`config.mk`:
```
export PLATFORM = sky130hd
export DESIGN_NAME = msb_first_bit_packer
export DESIGN_NICKNAME = d
export VERILOG_FILES = /design/src/sv/mbp_pkg.sv /design/src/sv/msb_first_bit_packer.sv /design/src/sv/mbp_front.sv /design/src/sv/mbp_queue.sv /design/src/sv/mbp_back.sv
export SDC_FILE = /design/constraint.sdc
export NUM_CORES = 1
export LEC_CHECK = 0
export ABC_AREA = 1
export BUFFER_PORTS_ARGS = -buffer_cell sky130_fd_sc_hd__buf_2
export CAP_MARGIN = 25
export CELL_PAD_IN_SITES_DETAIL_PLACEMENT = 0
export CELL_PAD_IN_SITES_GLOBAL_PLACEMENT = 1
export CORE_ASPECT_RATIO = 0.6
export CORE_UTILIZATION = 43
export CTS_BUF_LIST = sky130_fd_sc_hd__clkbuf_4 sky130_fd_sc_hd__clkbuf_8
export CTS_CLUSTER_SIZE = 40
export DETAILED_ROUTE_END_ITERATION = 12
export PLACE_DENSITY = 0.81
export SLEW_MARGIN = 25
export SYNTH_ARGS = -nofsm -noshare
export SYNTH_HDL_FRONTEND = slang
export SYNTH_SLANG_ARGS = --single-unit
```
`constraint.sdc`:
```
create_clock -name clk -period 4.91 [get_ports clk]
set_input_delay 0.7365 -clock clk [delete_from_list [all_inputs] [get_ports clk]]
set_output_delay 0.7365 -clock clk [all_outputs]
set_load 0.05 [all_outputs]
```
`src/sv/mbp_pkg.sv`:
```
`timescale 1ns / 1ps
// ----------------------------------------------------------------------------
// mbp_pkg
// Shared widths and constants for the msb-first bit packer.
// ----------------------------------------------------------------------------
package mbp_pkg;

    localparam int MAX_FIELD_BITS_DEF = 32;
    localparam int QUEUE_DEPTH        = 2;

    localparam int COUNT_W  = 6;
    localparam int VALUE_W  = 32;
    localparam int BYTE_W   = 8;
    localparam int INDEX_W  = 16;
    localparam int PART_W   = 7;
    localparam int FILL_W   = 3;

    localparam int S_DATA_W = 40;
    localparam int M_DATA_W = 24;

    localparam logic [BYTE_W-1:0] BYTE_MASK = 8'hff;

endpackage

```
`src/sv/msb_first_bit_packer.sv`:
```
`timescale 1ns / 1ps
// ----------------------------------------------------------------------------
// msb_first_bit_packer
// Appends fields of 0 to 32 bits msb first to a byte stream and emits each
// completed byte with its running stream index.
// ----------------------------------------------------------------------------
//  channel  dir  handshake           payload
//  s_*      in   s_tvalid/s_tready   s_tdata: bit_count, field_bits
//  m_*      out  m_tvalid/m_tready   m_tdata: out_byte, byte_index; m_tlast
//
//  a field is accepted whenever the queue has room; its bytes leave one per
//  cycle while m_tready is high, through the one-byte output register
//  a field that completes no byte only updates the pending bits
//  a two-entry queue parts the front from the output shifter, so input
//  keeps flowing while the output stalls; s_tready drops when it is full
//  reset clears pending bits, fill count, byte index and the queue
// ----------------------------------------------------------------------------
module msb_first_bit_packer #(
    parameter int MAX_FIELD_BITS = mbp_pkg::MAX_FIELD_BITS_DEF
) (
    input  logic                         clk,
    input  logic                         rst_n,
    input  logic                         s_tvalid,
    output logic                         s_tready,
    // bit_count[5:0], field_bits[37:6], zero pad[39:38]
    input  logic [mbp_pkg::S_DATA_W-1:0] s_tdata,
    output logic                         m_tvalid,
    input  logic                         m_tready,
    // out_byte[7:0], byte_index[23:8]
    output logic [mbp_pkg::M_DATA_W-1:0] m_tdata,
    output logic                         m_tlast
);
    import mbp_pkg::*;

    localparam int W      = MAX_FIELD_BITS + PART_W;
    localparam int MAXB   = W / BYTE_W;
    localparam int DATA_W = MAXB * BYTE_W;
    localparam int CNT_W  = $clog2(MAXB + 1);

    logic              push;
    logic              queue_full;
    logic              not_empty;
    logic              pop;
    logic [DATA_W-1:0] push_data, pop_data;
    logic [CNT_W-1:0]  push_count, pop_count;
    logic [BYTE_W-1:0] out_byte;
    logic [INDEX_W-1:0] byte_index;

    mbp_front #(
        .MAX_FIELD_BITS(MAX_FIELD_BITS),
        .DATA_W        (DATA_W),
        .CNT_W         (CNT_W)
    ) u_front (
        .clk       (clk),
        .rst_n     (rst_n),
        .in_valid  (s_tvalid),
        .in_ready  (s_tready),
        .bit_count (s_tdata[COUNT_W-1:0]),
        .field_bits(s_tdata[COUNT_W +: VALUE_W]),
        .push      (push),
        .queue_full(queue_full),
        .push_data (push_data),
        .push_count(push_count)
    );

    mbp_queue #(
        .DATA_W(DATA_W),
        .CNT_W (CNT_W),
        .DEPTH (QUEUE_DEPTH)
    ) u_queue (
        .clk       (clk),
        .rst_n     (rst_n),
        .push      (push),
        .push_data (push_data),
        .push_count(push_count),
        .full      (queue_full),
        .not_empty (not_empty),
        .pop       (pop),
        .pop_data  (pop_data),
        .pop_count (pop_count)
    );

    mbp_back #(
        .DATA_W(DATA_W),
        .CNT_W (CNT_W)
    ) u_back (
        .clk       (clk),
        .rst_n     (rst_n),
        .not_empty (not_empty),
        .pop       (pop),
        .pop_data  (pop_data),
        .pop_count (pop_count),
        .out_valid (m_tvalid),
        .out_ready (m_tready),
        .out_byte  (out_byte),
        .byte_index(byte_index),
        .last      (m_tlast)
    );

    assign m_tdata = {byte_index, out_byte};

endmodule

```
`src/sv/mbp_front.sv`:
```
`timescale 1ns / 1ps
// ----------------------------------------------------------------------------
// mbp_front
// Merges each field with the pending bits, counts the bytes it completes and
// queues them left aligned; keeps the unfinished byte and its fill count.
// ----------------------------------------------------------------------------
module mbp_front #(
    parameter int MAX_FIELD_BITS = mbp_pkg::MAX_FIELD_BITS_DEF,
    parameter int DATA_W         = 32,
    parameter int CNT_W          = 3
) (
    input  logic                        clk,
    input  logic                        rst_n,
    input  logic                        in_valid,
    output logic                        in_ready,
    input  logic [mbp_pkg::COUNT_W-1:0] bit_count,
    input  logic [mbp_pkg::VALUE_W-1:0] field_bits,
    output logic                        push,
    input  logic                        queue_full,
    output logic [DATA_W-1:0]           push_data,
    output logic [CNT_W-1:0]            push_count
);
    import mbp_pkg::*;

    localparam int W  = MAX_FIELD_BITS + PART_W;
    localparam int NW = $clog2(MAX_FIELD_BITS + 1);
    localparam int TW = $clog2(W + 1);

    logic [PART_W-1:0] partial_reg, partial_next;
    logic [FILL_W-1:0] fill_reg, fill_next;

    logic [NW-1:0] n;
    logic [W-1:0]  vext;
    logic [W-1:0]  mask;
    logic [W-1:0]  comb;
    logic [W-1:0]  aligned;
    logic [TW-1:0] total;
    logic [TW-1:0] shamt;
    logic          accept;

    always_comb
    begin
        if (32'(bit_count) > MAX_FIELD_BITS)
            n = NW'(MAX_FIELD_BITS);
        else
            n = NW'(bit_count);
        vext         = W'(field_bits);
        mask         = ~({W{1'b1}} << n);
        comb         = (W'(partial_reg) << n) | (vext & mask);
        total        = TW'(fill_reg) + TW'(n);
        shamt        = TW'(W) - total;
        aligned      = comb << shamt;
        fill_next    = total[FILL_W-1:0];
        partial_next = comb[PART_W-1:0] & ~({PART_W{1'b1}} << fill_next);
    end

    assign in_ready   = !queue_full;
    assign accept     = in_valid && in_ready;
    assign push_count = CNT_W'(total >> FILL_W);
    assign push_data  = aligned[W-1 -: DATA_W];
    assign push       = accept && (push_count != '0);

    always_ff @(posedge clk or negedge rst_n)
    begin
        if (!rst_n)
        begin
            partial_reg <= '0;
            fill_reg    <= '0;
        end
        else if (accept)
        begin
            partial_reg <= partial_next;
            fill_reg    <= fill_next;
        end
    end

endmodule

```
`src/sv/mbp_queue.sv`:
```
`timescale 1ns / 1ps
// ----------------------------------------------------------------------------
// mbp_queue
// Short register queue of byte groups between the front and back parts.
// ----------------------------------------------------------------------------
module mbp_queue #(
    parameter int DATA_W = 32,
    parameter int CNT_W  = 3,
    parameter int DEPTH  = mbp_pkg::QUEUE_DEPTH
) (
    input  logic              clk,
    input  logic              rst_n,
    input  logic              push,
    input  logic [DATA_W-1:0] push_data,
    input  logic [CNT_W-1:0]  push_count,
    output logic              full,
    output logic              not_empty,
    input  logic              pop,
    output logic [DATA_W-1:0] pop_data,
    output logic [CNT_W-1:0]  pop_count
);
    import mbp_pkg::*;

    localparam int PW = $clog2(DEPTH);
    localparam int OW = $clog2(DEPTH + 1);

    logic [DATA_W-1:0] data_mem_reg [DEPTH];
    logic [CNT_W-1:0]  cnt_mem_reg  [DEPTH];
    logic [PW-1:0]     wr_ptr_reg, wr_ptr_next;
    logic [PW-1:0]     rd_ptr_reg, rd_ptr_next;
    logic [OW-1:0]     occ_reg, occ_next;

    assign full      = (occ_reg == OW'(DEPTH));
    assign not_empty = (occ_reg != '0);
    assign pop_data  = data_mem_reg[rd_ptr_reg];
    assign pop_count = cnt_mem_reg[rd_ptr_reg];

    always_comb
    begin
        wr_ptr_next = wr_ptr_reg;
        rd_ptr_next = rd_ptr_reg;
        occ_next    = occ_reg;
        if (push)
            wr_ptr_next = (wr_ptr_reg == PW'(DEPTH - 1)) ? '0 : wr_ptr_reg + 1'b1;
        if (pop)
            rd_ptr_next = (rd_ptr_reg == PW'(DEPTH - 1)) ? '0 : rd_ptr_reg + 1'b1;
        if (push && !pop)
            occ_next = occ_reg + 1'b1;
        else if (pop && !push)
            occ_next = occ_reg - 1'b1;
    end

    always_ff @(posedge clk or negedge rst_n)
    begin
        if (!rst_n)
        begin
            wr_ptr_reg <= '0;
            rd_ptr_reg <= '0;
            occ_reg    <= '0;
        end
        else
        begin
            wr_ptr_reg <= wr_ptr_next;
            rd_ptr_reg <= rd_ptr_next;
            occ_reg    <= occ_next;
        end
    end

    always_ff @(posedge clk)
    begin
        if (push)
        begin
            data_mem_reg[wr_ptr_reg] <= push_data;
            cnt_mem_reg[wr_ptr_reg]  <= push_count;
        end
    end

`ifndef ASSERT_OFF
    a_occ_bound: assert property (@(posedge clk) disable iff (!rst_n)
        occ_reg <= OW'(DEPTH))
        else $error("queue occupancy above depth");

    a_no_pop_empty: assert property (@(posedge clk) disable iff (!rst_n)
        pop |-> not_empty)
        else $error("pop from empty queue");

    a_occ_grow: assert property (@(posedge clk) disable iff (!rst_n)
        push && !pop |=> occ_reg == $past(occ_reg) + 1'b1)
        else $error("occupancy did not grow on push");
`endif

endmodule

```
`src/sv/mbp_back.sv`:
```
`timescale 1ns / 1ps
// ----------------------------------------------------------------------------
// mbp_back
// Shifts queued byte groups out one byte per cycle while out_ready is high,
// with the running index, marking the final byte of each group.
// ----------------------------------------------------------------------------
module mbp_back #(
    parameter int DATA_W = 32,
    parameter int CNT_W  = 3
) (
    input  logic                        clk,
    input  logic                        rst_n,
    input  logic                        not_empty,
    output logic                        pop,
    input  logic [DATA_W-1:0]           pop_data,
    input  logic [CNT_W-1:0]            pop_count,
    output logic                        out_valid,
    input  logic                        out_ready,
    output logic [mbp_pkg::BYTE_W-1:0]  out_byte,
    output logic [mbp_pkg::INDEX_W-1:0] byte_index,
    output logic                        last
);
    import mbp_pkg::*;

    logic [DATA_W-1:0]  work_data_reg, work_data_next;
    logic [CNT_W-1:0]   work_cnt_reg, work_cnt_next;
    logic [INDEX_W-1:0] pos_reg, pos_next;
    logic               m_valid_reg, m_valid_next;
    logic [BYTE_W-1:0]  m_byte_reg, m_byte_next;
    logic [INDEX_W-1:0] m_index_reg, m_index_next;
    logic               m_last_reg, m_last_next;
    logic               out_free;
    logic               emit;

    assign out_free = !m_valid_reg || out_ready;
    assign emit     = out_free && (work_cnt_reg != '0);

    always_comb
    begin
        work_data_next = work_data_reg;
        work_cnt_next  = work_cnt_reg;
        pos_next       = pos_reg;
        m_valid_next   = m_valid_reg;
        m_byte_next    = m_byte_reg;
        m_index_next   = m_index_reg;
        m_last_next    = m_last_reg;
        pop            = 1'b0;
        if (out_free)
            m_valid_next = 1'b0;
        if (emit)
        begin
            m_valid_next   = 1'b1;
            m_byte_next    = work_data_reg[DATA_W-1 -: BYTE_W] & BYTE_MASK;
            m_index_next   = pos_reg;
            m_last_next    = (work_cnt_reg == CNT_W'(1));
            pos_next       = pos_reg + 1'b1;
            work_data_next = work_data_reg << BYTE_W;
            work_cnt_next  = work_cnt_reg - 1'b1;
        end
        if (not_empty && ((work_cnt_reg == '0) || (emit && work_cnt_reg == CNT_W'(1))))
        begin
            pop            = 1'b1;
            work_data_next = pop_data;
            work_cnt_next  = pop_count;
        end
    end

    always_ff @(posedge clk or negedge rst_n)
    begin
        if (!rst_n)
        begin
            work_cnt_reg <= '0;
            pos_reg      <= '0;
            m_valid_reg  <= 1'b0;
        end
        else
        begin
            work_cnt_reg <= work_cnt_next;
            pos_reg      <= pos_next;
            m_valid_reg  <= m_valid_next;
        end
    end

    always_ff @(posedge clk)
    begin
        work_data_reg <= work_data_next;
        m_byte_reg    <= m_byte_next;
        m_index_reg   <= m_index_next;
        m_last_reg    <= m_last_next;
    end

    assign out_valid  = m_valid_reg;
    assign out_byte   = m_byte_reg;
    assign byte_index = m_index_reg;
    assign last       = m_last_reg;

`ifndef ASSERT_OFF
    a_emit_shows: assert property (@(posedge clk) disable iff (!rst_n)
        emit |=> m_valid_reg)
        else $error("pending byte not presented");

    a_index_track: assert property (@(posedge clk) disable iff (!rst_n)
        m_valid_reg |-> pos_reg == m_index_reg + 1'b1)
        else $error("byte index out of step with position");

    a_pop_loads: assert property (@(posedge clk) disable iff (!rst_n)
        pop |=> work_cnt_reg != '0)
        else $error("queue pop loaded an empty group");
`endif

endmodule
```
Word level (Yosys, flattened, before mapping) --
Memories as Yosys holds them, arrays and structs flattened. Index checks and enable logic that the tools add are counted.
Cells by class: equal/unequal tests 2, reduce and logical (&&, ||, !) cells 20, shift operators 4, $add $sub $neg 8, magnitude comparators 1, bitwise operators 5, multiplexer cells 14
Operator list (number):
- 2-to-1 mux 32 bit | 2
- AND 32 x 39 -> 39 bit | 1
- inverter 39 bit | 1
- OR 39 bit | 1
- << shifter 39 x 6 -> 39 bit | 1
- << shifter 39 x 6 -> 39 bit (first input constant) | 1
- << shifter 7 x 6 -> 39 bit | 1
- adder 16 x 1 -> 16 bit (second input constant) | 1
- nonzero test 2 bit | 4
- AND 7 bit | 1
- logical AND 1 bit | 7
- 2-to-1 mux 1 bit | 7
- inverter 7 bit | 1
- << shifter 7 x 3 -> 7 bit (first input constant) | 1
- adder 3 x 6 -> 6 bit | 1
- > comparator 6 bit (second input constant) | 1
- 2-to-1 mux 3 bit | 2
- 2-to-1 mux 6 bit | 1
- nonzero test 3 bit | 2
- subtractor 6 bit (first input constant) | 1
- zero test 1 bit | 4
- 2-to-1 mux 2 bit | 2
- equality test 3 x 1 -> 1 bit (second input constant) | 1
- zero test 3 bit | 1
- 6 further kinds | 8
Storage, ports and cells: bits of input ports 44, output and inout bits 27, word-level logic and storage cells 68, register bits after elaboration 91, bits in writable memories 70, memories kept 2
Memories:
- u_queue.data_mem_reg | depth 2, bits a word 32, rd ports 1, clocked after Yosys merged registers in 0, wr ports 1, line mbp_queue.sv:27 | logic [DATA_W-1:0] data_mem_reg [DEPTH];
- u_queue.cnt_mem_reg | depth 2, bits a word 3, rd ports 1, clocked after Yosys merged registers in 0, wr ports 1, line mbp_queue.sv:28 | logic [CNT_W-1:0] cnt_mem_reg [DEPTH];

Logic depth before layout (Yosys ltp) --
depth in word-level cells 10, mapped depth 23, gate-level depth less buffers 21

By module --
From an unflattened synthesis, not the netlist that was laid out.
Unflattened totals: cell total of the unflattened synthesis 1256, area, all modules 10157.2 sq um
Modules (own cells, without submodules):
- mbp_front | cells each 818, instances 1, area an instance 4035.1 sq um, sequential area each 250.2 sq um
- mbp_back | cells each 304, instances 1, area an instance 3239.4 sq um, sequential area each 2212.1 sq um
- mbp_queue | cells each 134, instances 1, area an instance 2882.8 sq um, sequential area each 2202.1 sq um

Worst setup path after synthesis --
OpenSTA, ideal clock, no wires.
path type input -> register, from input port s_tdata[5] in the netlist's numbering, to memory u_queue.cnt_mem_reg[1][0] (enable), slack -203 ps, stages 18, setup time 427 ps, data required time 4483 ps, path buffers 5, arrival time 4686 ps, cell sequence buf_4 -> nand2_2 -> buf_6 -> nand2_2 -> inv_2 -> buf_2 -> ha_1 -> nand2_1 -> o21ai_1 -> xor2_1 -> inv_1 -> buf_2 -> buf_2 -> ha_1 -> ha_1 -> nor2_1 -> inv_1 -> nor2_1
Between the ends: longest elaborated chain between the ends 7
Ends and longest elaborated chain:
- start, declared | line msb_first_bit_packer.sv:26 | input logic [mbp_pkg::S_DATA_W-1:0] s_tdata,
- > comparator 6 bit | line mbp_front.sv:43 | if (32'(bit_count) > MAX_FIELD_BITS)
- 2-to-1 mux 6 bit * | line mbp_front.sv:43
- adder 3 x 6 -> 6 bit * | line mbp_front.sv:50 | total = TW'(fill_reg) + TW'(n);
- nonzero test 3 bit * | line mbp_front.sv:61 | assign push = accept && (push_count != '0);
- logical AND 1 bit * | line mbp_front.sv:61
- 2-to-1 mux 1 bit * | line mbp_queue.sv:71 | if (push)
- 2-to-1 mux 1 bit (implied by the code) * | line mbp_queue.sv:74 | cnt_mem_reg[wr_ptr_reg] <= push_count;
- end, declared | line mbp_queue.sv:28
Mark *: on every way between the ends. The rest lies on a longest branch, timed or not.

Final worst setup path --
from input port s_tdata[2] in the netlist's numbering, to memory u_queue.data_mem_reg[1][24], data pin
Between the ends: elaborated cells on any way between the ends 10, classes of those cells add/sub (2); order compare (1); shift (3); mux (1); bitwise (3)
RTL lines:
- > comparator 6 bit | line mbp_front.sv:43
- 2-to-1 mux 6 bit * | line mbp_front.sv:43
- adder 3 x 6 -> 6 bit * | line mbp_front.sv:50
- net push_count[1] | line msb_first_bit_packer.sv:45 | logic [CNT_W-1:0] push_count, pop_count;
- subtractor 6 bit * | line mbp_front.sv:51 | shamt = TW'(W) - total;
- << shifter 39 x 6 -> 39 bit * | line mbp_front.sv:52 | aligned = comb << shamt;
- net push_data[24] | line msb_first_bit_packer.sv:44 | logic [DATA_W-1:0] push_data, pop_data;
- end, declared | line mbp_queue.sv:27
Mark *: on every way through the listed nets, which the timed path passes. The rest lies on a longest branch.

==> results.sh <==
export IMPL_cts_resized=0
export IMPL_grt_antenna_before_repair=0
export IMPL_outcome="finished clean"
export IMPL_num_io_pins=71
export IMPL_drt_iter0_drc=1072
export IMPL_fmax_mhz=270
export IMPL_drv_cap=0
export IMPL_grt_overflow_total=0
export IMPL_dr_pass1_iters=5
export IMPL_routabilityCongestion=0.949
export IMPL_pwr_share_comb_pct=54.7
export IMPL_hold_viol=0
export IMPL_async_flop_share_pct=21.1
export IMPL_start_kind="primary input"
export IMPL_fin_util_pct=49.2
export IMPL_grt_pass1_wl_um=46000
export IMPL_ir_worst_vdd_v=0.000298
export IMPL_wl_um=29300
export IMPL_first_global_vias=7972
export IMPL_dp_hpwl_um=21900
export IMPL_min_path_type="in2async"
export IMPL_track_usage_pct=27.1
export IMPL_cp_required_ns=5.22
export IMPL_die_area_sq_mm=0.0227
export IMPL_syn_area_per_cell_sq_um=8.07
export IMPL_vias=8697
export IMPL_dieWidth_um=194
export IMPL_power_density_mw_per_mm2=713
export IMPL_power_internal_mw=3.84
export IMPL_worstMarginPinSlew_ns=0.938
export IMPL_muxShareOfSynthArea_pct=0
export IMPL_ys_seq_area_share_pct=49.0
export IMPL_antennaDiodeCount=0
export IMPL_synth_cell_types=37
export IMPL_drtAntennaViolNets=0
export IMPL_wl_per_cell_um=19.3
export IMPL_cts_sinks=161
export IMPL_skew_ns=0.0214
export IMPL_cts_tree="built"
export IMPL_synthSimpleGateAreaFrac_pct=34.2
export IMPL_slew_violations=0
export IMPL_core_area_sq_mm=0.0213
export IMPL_cp_arrival_ns=4.01
export IMPL_reg2reg_slack_ns=1.77
export IMPL_relSlewSlack_pct=37.4
export IMPL_ys_warn_count=0
export IMPL_critPathCaptureType="flop"
export IMPL_finalPower_mw=7.49
export IMPL_ys_flop_type="edfxtp_1"
export IMPL_synth_compound_area_share_pct=7.35
export IMPL_holdWs_ns=0.335
export IMPL_final_nets=1283
export IMPL_swShare_pct=48.7
export IMPL_numPortBuffers=68
export IMPL_htreeDepth=4
export IMPL_path_class="in2reg"
export IMPL_synthCells=1178
export IMPL_cts_clk_slew_worst_paths_ns=0.09
export IMPL_synth_area_sq_mm=0.00951
export IMPL_root_buffer="clkbuf_8"
export IMPL_start_util_pct=44.6
export IMPL_rsz0062_at_grt="false"
export IMPL_num_rows=41
export IMPL_numCtsBuffers=17
export IMPL_syn_num_nets=1232
export IMPL_synth_adder_area_share_pct=1.39
export IMPL_post_cts_buffers=0
export IMPL_drcViolationCount=0
export IMPL_synth_top_family_by_area="simple AND/OR/NAND/NOR gates"
export IMPL_layout_drive_gt1_share_pct=13.1
export IMPL_synth_edf_count=127
export IMPL_worst_slack_ns=1.21
export IMPL_p_leak_nw=4.52
export IMPL_largest_reg_flops=64
export IMPL_post_route_period_util_pct=75.4
export IMPL_die_y_um=117
export IMPL_via_per_inst=5.72
export IMPL_finalSetupViolCount=0
export IMPL_ctsHoldBuffers=0
export IMPL_clkPwrFrac_pct=12.8
export IMPL_switchingPower_mw=3.65
export IMPL_synth_xor_area_share_pct=1.93
export IMPL_synth_seq_cells=161
export IMPL_clk_latency_ns=0.46
export IMPL_path_max_fanout=16
export IMPL_syn2layout_area_growth_pct=10.5
export IMPL_fin_crit_ns=3.70
export IMPL_seqPwrFrac_pct=32.5
export IMPL_dp_slack_ns=0.765
export IMPL_grt_max_degree=54
export IMPL_nFillCells=2108
export IMPL_clockBufferDepth=2
==> Yosys cell counts (4+ instances only) <==
| library cell | n | area share, % |
|---|---|---|
| buf_1 | 5 | 0.20 |
| nor2_1 | 69 | 2.7 |
| o21ai_0 | 22 | 1.2 |
| xor2_1 | 15 | 1.4 |
| nand2_2 | 7 | 0.46 |
| clkbuf_1 | 27 | 1.1 |
| ha_1 | 9 | 1.2 |
| dfrtp_1 | 34 | 8.9 |
| inv_2 | 16 | 0.63 |
| o211ai_1 | 19 | 1.5 |
| inv_1 | 50 | 2.0 |
| buf_6 | 7 | 0.83 |
| nand3_1 | 299 | 16 |
| buf_2 | 17 | 0.89 |
| a31oi_1 | 26 | 1.7 |
| nor2_2 | 4 | 0.26 |
| xnor2_1 | 6 | 0.55 |
| o21ai_1 | 25 | 1.3 |
| nand2_1 | 334 | 13 |
| buf_4 | 4 | 0.32 |
| nand4_1 | 11 | 0.72 |
| a21oi_1 | 21 | 1.1 |
| edfxtp_1 | 127 | 40 |
==> cell usage in the layout (no fill, tap or decap), types with 2 or more instances in the layout <==
master,Yosys,routed
a21oi_1,21,21
a31oi_1,26,26
buf_12,0,2
buf_2,17,68
buf_4,4,22
bufinv_16,0,2
clkbuf_4,0,5
clkbuf_8,0,18
clkinv_1,3,3
clkinv_2,0,2
dfrtp_1,34,34
edfxtp_1,127,127
ha_1,9,9
inv_1,50,50
inv_2,16,16
inv_4,0,2
nand2_1,334,334
nand2_2,7,7
nand3_1,299,299
nand3_2,3,3
nand4_1,11,11
nor2_1,69,66
nor2_2,4,5
nor2_4,3,5
nor3_1,3,3
o211ai_1,19,19
o21ai_0,22,22
o21ai_1,25,25
o22ai_1,3,3
xnor2_1,6,6
xor2_1,15,14
==> layer usage <==
metal	share of wire (%)	vias up	wire [um]	track usage, %
li1	-	4181	-	-
met5	0	-	0	0
met1	51	4150	15100	42.1
met4	0.60	0	177	4.34
met3	10	16	2930	7.79
met2	38	350	11100	37.2
==> path summary, 6_finish.rpt <==
check,startpoint,depth (start not counted),endpoint
max in group asynchronous,rst_n,1,u_back.work_cnt_reg[0]
hold / removal,rst_n,1,u_front.partial_reg[2]
hold reg to reg,u_back.work_data_reg[31],0,u_back.out_byte[7]
setup reg to reg,u_front.fill_reg[0],14,u_queue.data_mem_reg[1][24]
min in group clk,u_back.work_data_reg[31],0,u_back.out_byte[7]
setup / recovery,s_tdata[2],20,u_queue.data_mem_reg[1][24]
==> cell families (layout without fill, tap and decap cells) <==
group,Yosys count,after routing
fa+ha+maj,10,10
simple gates,737,737
flops,161,161
buf+inv,129,193
xor+xnor,21,21
compound gates,120,120
==> worst max-delay path: stages <==
cell and delay, ns:
buf_2 0.18, nor2_1 0.08, nand3_2 0.07, nand2_2 0.12, nand2_4 0.20, inv_2 0.05
nand2_1 0.12, inv_1 0.07, fa_1 0.41, nand2_1 0.07, inv_1 0.05, o21ai_0 0.19
xor2_1 0.27, inv_1 0.07, ha_1 0.18, ha_1 0.31, nand2_1 0.08, inv_1 0.38
nand3_1 0.20, nand2_1 0.14
==> area by class of cell <==
| cell class | count | area (sq um) | share of cell area (%) |
|---|---|---|---|
| clock buffer | 23 | 285 | 2.71 |
| sequential | 161 | 4660 | 44.4 |
| timing repair buffer | 92 | 546 | 5.19 |
| multi-input combinational | 888 | 4300 | 40.9 |
| tap | 279 | 349 | 3.32 |
| inverter | 69 | 259 | 2.46 |
| clock inverter | 9 | 108 | 1.02 |
==> metrics by stage <==
stage / area [sq um] / instances / setup TNS [ns]
global placement: 10100 / 1489 / 0
finish: 10500 / 1521 / 0
floorplan: 9510 / 1178 / -14.19
CTS: 10500 / 1521 / 0
global route: 10500 / 1521 / 0
detailed placement: 10100 / 1489 / 0
==> power groups by stage <==
stage	Combinational, mW	Clock [mW]	Sequential [mW]
floorplan	2.58	0	2.79
global placement	4.00	0	2.45
detailed placement	4.04	0	2.46
CTS	4.06	0.983	2.44
global route	4.55	1.04	2.49
finish	4.10	0.957	2.43
No activity file was read; power rests on OpenSTA's default activity.
